===== config.mk =====
export PLATFORM = sky130hd
export DESIGN_NAME = sfc_div_step
export DESIGN_NICKNAME = d
export VERILOG_FILES = /design/src/rtl/core/sfc_pkg.sv /design/src/rtl/core/sfc_div_step.sv
export SDC_FILE = /design/constraint.sdc
export NUM_CORES = 1
export LEC_CHECK = 0
export ABC_AREA = 1
export BUFFER_PORTS_ARGS = -buffer_cell sky130_fd_sc_hd__buf_2
export CORE_AREA = 5 5 171 173
export CTS_CLUSTER_DIAMETER = 200
export CTS_CLUSTER_SIZE = 24
export DETAILED_ROUTE_END_ITERATION = 16
export DIE_AREA = 0 0 176 178
export GPL_TIMING_DRIVEN = 0
export PLACE_DENSITY = 0.67
export SYNTH_ARGS = -nofsm -noshare
export SYNTH_HDL_FRONTEND = slang
export SYNTH_SLANG_ARGS = --single-unit

===== constraint.sdc =====
create_clock -name clock -period 2 [get_ports clock]
set_clock_uncertainty 0.15 [all_clocks]
set_input_delay 0.1 -clock clock [delete_from_list [all_inputs] [get_ports clock]]
set_output_delay 0.1 -clock clock [all_outputs]
set_load 0.02 [all_outputs]

===== src/rtl/core/sfc_pkg.sv =====
package sfc_pkg;

   localparam int FRAC_BITS = 16;
   localparam int MAX_GRID  = 256;
   localparam int SIZE_W    = 9;
   localparam int POS_W     = 8;
   localparam int VAL_W     = 32;
   localparam int K_W       = 10;
   localparam int KSQ_W     = 18;
   localparam int PROD_W    = 2 * VAL_W;
   localparam int PAIR_W    = PROD_W + 1;
   localparam int LANE_W    = PAIR_W + K_W;
   localparam int NUM_W     = LANE_W + 2;
   localparam int MAG_W     = NUM_W - 1;
   localparam int QUO_W     = VAL_W + 1;
   localparam int HIGH_W    = MAG_W - FRAC_BITS - QUO_W;
   localparam int IDX_W     = 2;
   localparam int LAT       = 5;

   localparam logic [IDX_W-1:0] REG_SIZE_X = 2'd0;
   localparam logic [IDX_W-1:0] REG_SIZE_Y = 2'd1;
   localparam logic [IDX_W-1:0] REG_SIZE_Z = 2'd2;

   typedef struct packed {
      logic [POS_W-1:0]        pos_x;
      logic [POS_W-1:0]        pos_y;
      logic [POS_W-1:0]        pos_z;
      logic signed [VAL_W-1:0] force_x_re;
      logic signed [VAL_W-1:0] force_x_im;
      logic signed [VAL_W-1:0] force_y_re;
      logic signed [VAL_W-1:0] force_y_im;
      logic signed [VAL_W-1:0] force_z_re;
      logic signed [VAL_W-1:0] force_z_im;
      logic signed [VAL_W-1:0] dens_re;
      logic signed [VAL_W-1:0] dens_im;
   } req_data_type;

   typedef struct packed {
      logic signed [VAL_W-1:0] out_re;
      logic signed [VAL_W-1:0] out_im;
   } rsp_data_type;

   typedef struct packed {
      logic [KSQ_W-1:0]     rem;
      logic [QUO_W-1:0]     abits;
      logic [QUO_W-1:0]     quo;
      logic [FRAC_BITS-1:0] frac;
      logic                 neg;
      logic                 ovf;
   } div_word_type;

   typedef struct packed {
      logic             valid;
      logic [KSQ_W-1:0] den;
   } div_ctl_type;

endpackage


===== src/rtl/core/sfc_div_step.sv =====
module sfc_div_step
   import sfc_pkg::*;
(
   input  logic         clock,
   input  logic         reset,
   input  logic         en,
   input  div_ctl_type  ctl_in,
   input  div_word_type re_in,
   input  div_word_type im_in,
   output div_ctl_type  ctl_out,
   output div_word_type re_out,
   output div_word_type im_out
);

   div_ctl_type  ctl_ff;
   div_word_type re_ff, im_ff, re_in_w, im_in_w;

   function automatic div_word_type step(div_word_type w, logic [KSQ_W-1:0] den);
      logic [KSQ_W:0] t;
      div_word_type   r;
      r = w;
      t = {w.rem, w.abits[QUO_W-1]};
      r.abits = {w.abits[QUO_W-2:0], 1'b0};
      if (t >= {1'b0, den}) begin
         t = t - {1'b0, den};
         r.quo = {w.quo[QUO_W-2:0], 1'b1};
      end else begin
         r.quo = {w.quo[QUO_W-2:0], 1'b0};
      end
      r.rem = t[KSQ_W-1:0];
      return r;
   endfunction

   assign re_in_w = step(re_in, ctl_in.den);
   assign im_in_w = step(im_in, ctl_in.den);

   always_ff @(posedge clock) begin
      if (reset) begin
         ctl_ff.valid <= 1'b0;
      end else if (en) begin
         ctl_ff.valid <= ctl_in.valid;
      end
      if (en) begin
         ctl_ff.den <= ctl_in.den;
         re_ff      <= re_in_w;
         im_ff      <= im_in_w;
      end
   end

   assign ctl_out = ctl_ff;
   assign re_out  = re_ff;
   assign im_out  = im_ff;

endmodule


==> results of run 1 <==
cell families after synthesis:
group                      after synthesis
DFF                                    221
AOI/OAI and AO/OA                       29
adders and majority gates               38
buffers and inverters                  101
muxes                                    1
and+or+nand+nor                        382
xor gates and xnor gates                16
other                                    1
area by class of cell:
class                      instances  area share (%)
timing repair buffer             673            30.0
clock buffer                      15            2.19
buffer                             9           0.674
multi-input combinational        468            18.3
inverter                          91            2.25
clock inverter                     2           0.189
antenna                            5          0.0822
tap                              346            2.84
sequential                       221            43.5
cell usage after synthesis:
library cell,n,area share [%]
nand2_1,228,8.9
mux2i_1,1,0.10
nor2_1,42,1.6
o21ai_0,3,0.16
and2_1,1,0.065
inv_1,81,3.1
or2_2,1,0.065
nand3_1,49,2.5
inv_2,9,0.35
o21bai_1,2,0.16
dfxtp_1,1,0.21
a21oi_2,4,0.36
o21ai_1,2,0.10
o21ai_4,1,0.17
xor2_1,15,1.4
or2_1,1,0.065
buf_4,6,0.47
nor2_4,4,0.47
nor3_1,6,0.31
fa_1,2,0.41
buf_8,1,0.16
nor2_2,3,0.19
nand3_2,19,2.0
xnor2_1,1,0.091
nand4_1,2,0.13
nand4_2,1,0.13
ha_1,36,4.7
edfxtp_1,220,68
a21oi_1,17,0.88
conb_1,1,0.039
nand2_2,7,0.45
clkinv_2,1,0.052
nand2_4,4,0.47
nand3b_1,14,1.1
buf_6,3,0.35
worst max-delay path, stage by stage:
cell and delay (ns):
dlygate4sd3_1 0.53, buf_4 0.16, ha_4 0.27, nand2_2 0.06, nor2_4 0.15, nor2_4 0.06
o21ai_4 0.19, nand2_4 0.08, nand2_4 0.09, nand2_8 0.09, clkbuf_16 0.18, nand3_2 0.05
nand2_1 0.05
per-layer routing:
metal  GRT usage, %  share of wire (%)  up-vias  wire, um
li1               -                  -     4066         -
met1           23.9                 39     4043     13300
met2           36.7                 51      330     17500
met3           4.85                6.9       57      2370
met4           6.11                3.2        0      1100
met5              0                  0        -         0
registers in the layout (all words and copies together) (netlist names):
name     cells
ctl_out     19
re_out     101
im_out     101
how the worst max path moves through the flow:
stage                  endpoint  startpoint  cells past startpoint  slack (ns)
floorplan            im_out[96]   im_in[83]                     13        0.21
global placement    ctl_out[18]          en                      3       -2.28
detailed placement  im_out[100]  ctl_in[10]                     11       -0.16
CTS                 re_out[100]   re_in[89]                     13       0.001
global route        re_out[100]   re_in[84]                     13       -0.03
finish               re_out[85]   re_in[84]                     13        0.04
report_power, final:
group	internal, mW	total [mW]	switching [mW]
clock network	1.22	2.70	1.48
logic	1.11	2.77	1.66
registers	5.58	5.69	0.110
repair_timing:
action	CTS	global route
gates resized for setup	0	34
endpoints found under the hold margin	232	1
setup buffers	0	6
endpoints found under the setup margin	0	102
==> results.txt, run 1 <==
status: finished, violations left
failing checks: hold timing
Max Freq: 0.509 GHz
mapped cell area: 0.00966 mm^2
die height: 178 um
CTS root buffer: clkbuf_16
Detail Route Antenna Nets: 0
number of global-route vias before repair: 8550
complex-gate fraction of the synthesized area: 1.83%
Peak VDD IR: 0.000612 V
GRT Util Overall: 20.2%
hpwl dp: 23.9 mm
Worst R2R Start: ctl_out[18]
number of max-cap violations: 0
Port-buffer cells: 444
area grow syn2layout: 57.6%
worst slack, placed: -0.165 ns
relative slew slack: 55.3%
CTS tree: yes
Num CTS Buffers: 13
leakage power total: 6.98 nW
pwr dens: 733 mW/mm^2
cell area after placement: 0.0124 mm^2
worst hold slack: -0.177 ns
CTS sink count: 221
footprint of the multi-input gates: 0.00279 mm^2
Util after Layout: 55.4%
critical path type: primary input to flop
Worst Setup Slack, final: 0.0363 ns
Final min period: 1.96 ns
fillers: 2264
final WL: 34.3 mm
setup TNS: 0 ns
RSZ-0062 raised after global routing: true
Vias: 8496
dpl cells: 1581
FF+latch area: 0.00663 mm^2
first-pass GRT wire length: 49.0 mm
Req. time, crit path: 2.10 ns
Initial Util: 35.2%
Yosys Warn Count: 0
DR iter-0 viols: 583
sequential share of the synthesized area: 68.6%
mux contribution to synthesized area: 0.104%
FF-to-FF setup slack: 0.63 ns
CTS Buffer Depth: 3
share of cells above drive strength 1: 37.3%
latest clock arrival within the worst-skew pair: 0.48 ns
drt pass-1 iters: 5
Slew @ Worst Pin: 0.671 ns
depth of the worst register-to-register path: 3
HP Class: primary input to flop
NumNets Final: 1741
Final Slew Violations: 0
reg2reg end: ctl_out[18]
Seq cells post-synth: 221
critical-path maximum fanout: 9
Arrival @ worst endpoint: 2.07 ns
final setup violation count: 0
Synth Area in Simple Gates: 18.4%
Die X: 176 um
xor and xnor area share after synthesis: 1.45%
commonest non-fill, non-tap cell in the layout: buf_2
most frequent cells in the layout: buf_2, nand2_1, edfxtp_1, dlygate4sd3_1, inv_1
clock slew at reported path FFs: 0.10 ns
GRT overflow: 0
core area: 0.0275 mm^2
largest net degree at the start of global routing: 127
Layout Cells excl Fill: 1830
DR WL/cell: 18.7 um
hold violation total from the final report: 1
average vias per placed instance: 4.64
htree depth: 1
Startpoint Class: primary input
full die area: 0.0313 mm^2
total power: 11.2 mW
post-route cell area: 0.0152 mm^2
synth unique cells: 35
crit end category: flop
# DRC: 0
hold_sp: im_in[84]
Hold Crit Endpoint: im_out[85]
Site Rows: 61
main combinational cell family by area after synthesis: simple AND/OR/NAND/NOR gates
Worst Hold Depth: 3
post-cts hold buffer count: 220
Post-Synth Adder-Cell Area: 5.08%
Mean Syn Cell Area: 12.2 um^2
initial antenna violation count: 5
# IOs: 449
global placer's final weighted congestion: 0.861
final worst path period share: 98.2%
Cells after Synth: 789
Note: power is estimated with default switching activity, not from simulation.
==> run 2, diff against run 1 <==
--- a/config.mk
+++ b/config.mk
@@ -13,7 +13,6 @@
 export DETAILED_ROUTE_END_ITERATION = 16
 export DIE_AREA = 0 0 176 178
 export GPL_TIMING_DRIVEN = 0
-export PLACE_DENSITY = 0.67
 export SYNTH_ARGS = -nofsm -noshare
 export SYNTH_HDL_FRONTEND = slang
 export SYNTH_SLANG_ARGS = --single-unit
==> results.txt, run 2 (synthesized netlist as in run 1, its figures left out) <==
failing checks: hold timing (unchanged)
die height: 178 um (unchanged)
first-pass GRT wire length: 48.4 mm (was 49.0 mm)
CTS sink count: 221 (unchanged)
most frequent cells in the layout: buf_2, nand2_1, edfxtp_1, dlygate4sd3_1, inv_1 (unchanged)
Max Freq: 0.509 GHz (about the same)
Num CTS Buffers: 13 (unchanged)
total power: 11.2 mW (about the same)
# DRC: 0 (unchanged)
Port-buffer cells: 444 (unchanged)
hold violation total from the final report: 12 (was 1)
leakage power total: 6.94 nW (was 6.98 nW)
number of max-cap violations: 0 (unchanged)
htree depth: 1 (unchanged)
commonest non-fill, non-tap cell in the layout: buf_2 (unchanged)
dpl cells: 1581 (unchanged)
share of cells above drive strength 1: 37.2% (was 37.3%)
core area: 0.0275 mm^2 (unchanged)
global placer's final weighted congestion: 0.894 (was 0.861)
Peak VDD IR: 0.000696 V (was 0.000612 V)
clock slew at reported path FFs: 0.09 ns (was 0.10 ns)
relative slew slack: 42.9% (was 55.3%)
worst slack, placed: -0.201 ns (was -0.165 ns)
NumNets Final: 1736 (was 1741)
Initial Util: 35.2% (unchanged)
full die area: 0.0313 mm^2 (unchanged)
Vias: 8300 (was 8496)
hpwl dp: 23.7 mm (was 23.9 mm)
crit end category: flop (unchanged)
GRT Util Overall: 19.9% (was 20.2%)
area grow syn2layout: 56.7% (was 57.6%)
Worst Setup Slack, final: 0.0350 ns (was 0.0363 ns)
Startpoint Class: primary input (unchanged)
DR WL/cell: 18.5 um (was 18.7 um)
Arrival @ worst endpoint: 2.03 ns (was 2.07 ns)
final worst path period share: 98.2% (about the same)
CTS root buffer: clkbuf_16 (unchanged)
Site Rows: 61 (unchanged)
Layout Cells excl Fill: 1822 (was 1830)
CTS tree: yes (unchanged)
Die X: 176 um (unchanged)
fillers: 2344 (was 2264)
largest net degree at the start of global routing: 118 (was 127)
GRT overflow: 0 (unchanged)
Detail Route Antenna Nets: 0 (unchanged)
final setup violation count: 0 (unchanged)
DR iter-0 viols: 494 (was 583)
critical path type: primary input to flop (unchanged)
final WL: 33.7 mm (was 34.3 mm)
average vias per placed instance: 4.56 (was 4.64)
CTS Buffer Depth: 3 (unchanged)
Slew @ Worst Pin: 0.856 ns (was 0.671 ns)
number of global-route vias before repair: 8453 (was 8550)
# IOs: 449 (unchanged)
drt pass-1 iters: 4 (was 5)
initial antenna violation count: 7 (was 5)
worst hold slack: -0.174 ns (was -0.177 ns)
status: finished, violations left (unchanged)
Util after Layout: 55.1% (was 55.4%)
latest clock arrival within the worst-skew pair: 0.47 ns (was 0.48 ns)
Final min period: 1.96 ns (about the same)
HP Class: primary input to flop (unchanged)
Final Slew Violations: 0 (unchanged)
Req. time, crit path: 2.07 ns (was 2.10 ns)
critical-path maximum fanout: 5 (was 9)
pwr dens: 740 mW/mm^2 (was 733 mW/mm^2)
post-cts hold buffer count: 219 (was 220)
run 2: changes by cell type in the layout (fill, tap and decap cells not counted), moves of 2 or more:
cell     before  now
buf_8         1    3
buf_12        2    0
diode_2       5    2
buf_4        10    7
nand2_2      13   11
nand2_1     222  224
run 2: critical path: stages:
cell and delay (ns):
dlygate4sd3_1 0.53, buf_2 0.13, ha_1 0.32, nand4_1 0.14
inv_1 0.12, a21oi_2 0.21, nand4_4 0.17, buf_8 0.18
nand3_2 0.06, nand2_1 0.06
run 2: timing repair:
action	4_1_cts	5_1_grt
hold endpoints to repair	219	1
buffers inserted	0	2
setup endpoints to repair	0	18
resized for setup	0	31
run 2: routing by layer:
metal / wire length, um / track usage [%] / vias up
met1: 12600 / 23.0 / 3883
met4: 1090 / 5.23 / 10
met5: 62 / 0 / -
li1: - / - / 4043
met2: 17300 / 36.2 / 300
met3: 2640 / 5.77 / 64
run 2: area by class of cell:
| class | instances | area [um^2] | share of cell area (%) |
|---|---|---|---|
| Timing Repair Buffer | 667 | 4490 | 29.7 |
| Clock inverter | 2 | 28.8 | 0.190 |
| Multi-Input combinational cell | 468 | 2780 | 18.4 |
| Tap cell | 346 | 433 | 2.86 |
| Clock buffer | 15 | 333 | 2.20 |
| Antenna cell | 2 | 5.00 | 0.0331 |
| Buffer | 10 | 101 | 0.669 |
| Inverter | 91 | 343 | 2.26 |
| Sequential cell | 221 | 6630 | 43.8 |
run 2: metrics by stage:
stage	setup TNS (ns)	instance area, um^2
2_1_floorplan	0	9670
3_3_place_gp	-520.91	12300
3_5_place_dp	-4.45	12400
4_1_cts	0	14900
5_1_grt	-0.199	15100
6_report	0	15100
run 2: where the power goes:
| group | switching, mW | internal, mW |
|---|---|---|
| combinational | 1.65 | 1.10 |
| clock | 1.53 | 1.23 |
| sequential | 0.103 | 5.58 |
| total | 3.29 | 7.91 |
run 2: worst paths after layout:
check         startpoint  slack, ns  depth (start not counted)           to
max           re_in[100]       0.04                         10   re_out[94]
min            im_in[84]      -0.17                          3   im_out[85]
min reg2reg  ctl_out[18]       0.92                          3  ctl_out[18]
max reg2reg  ctl_out[18]       0.70                          3  ctl_out[18]
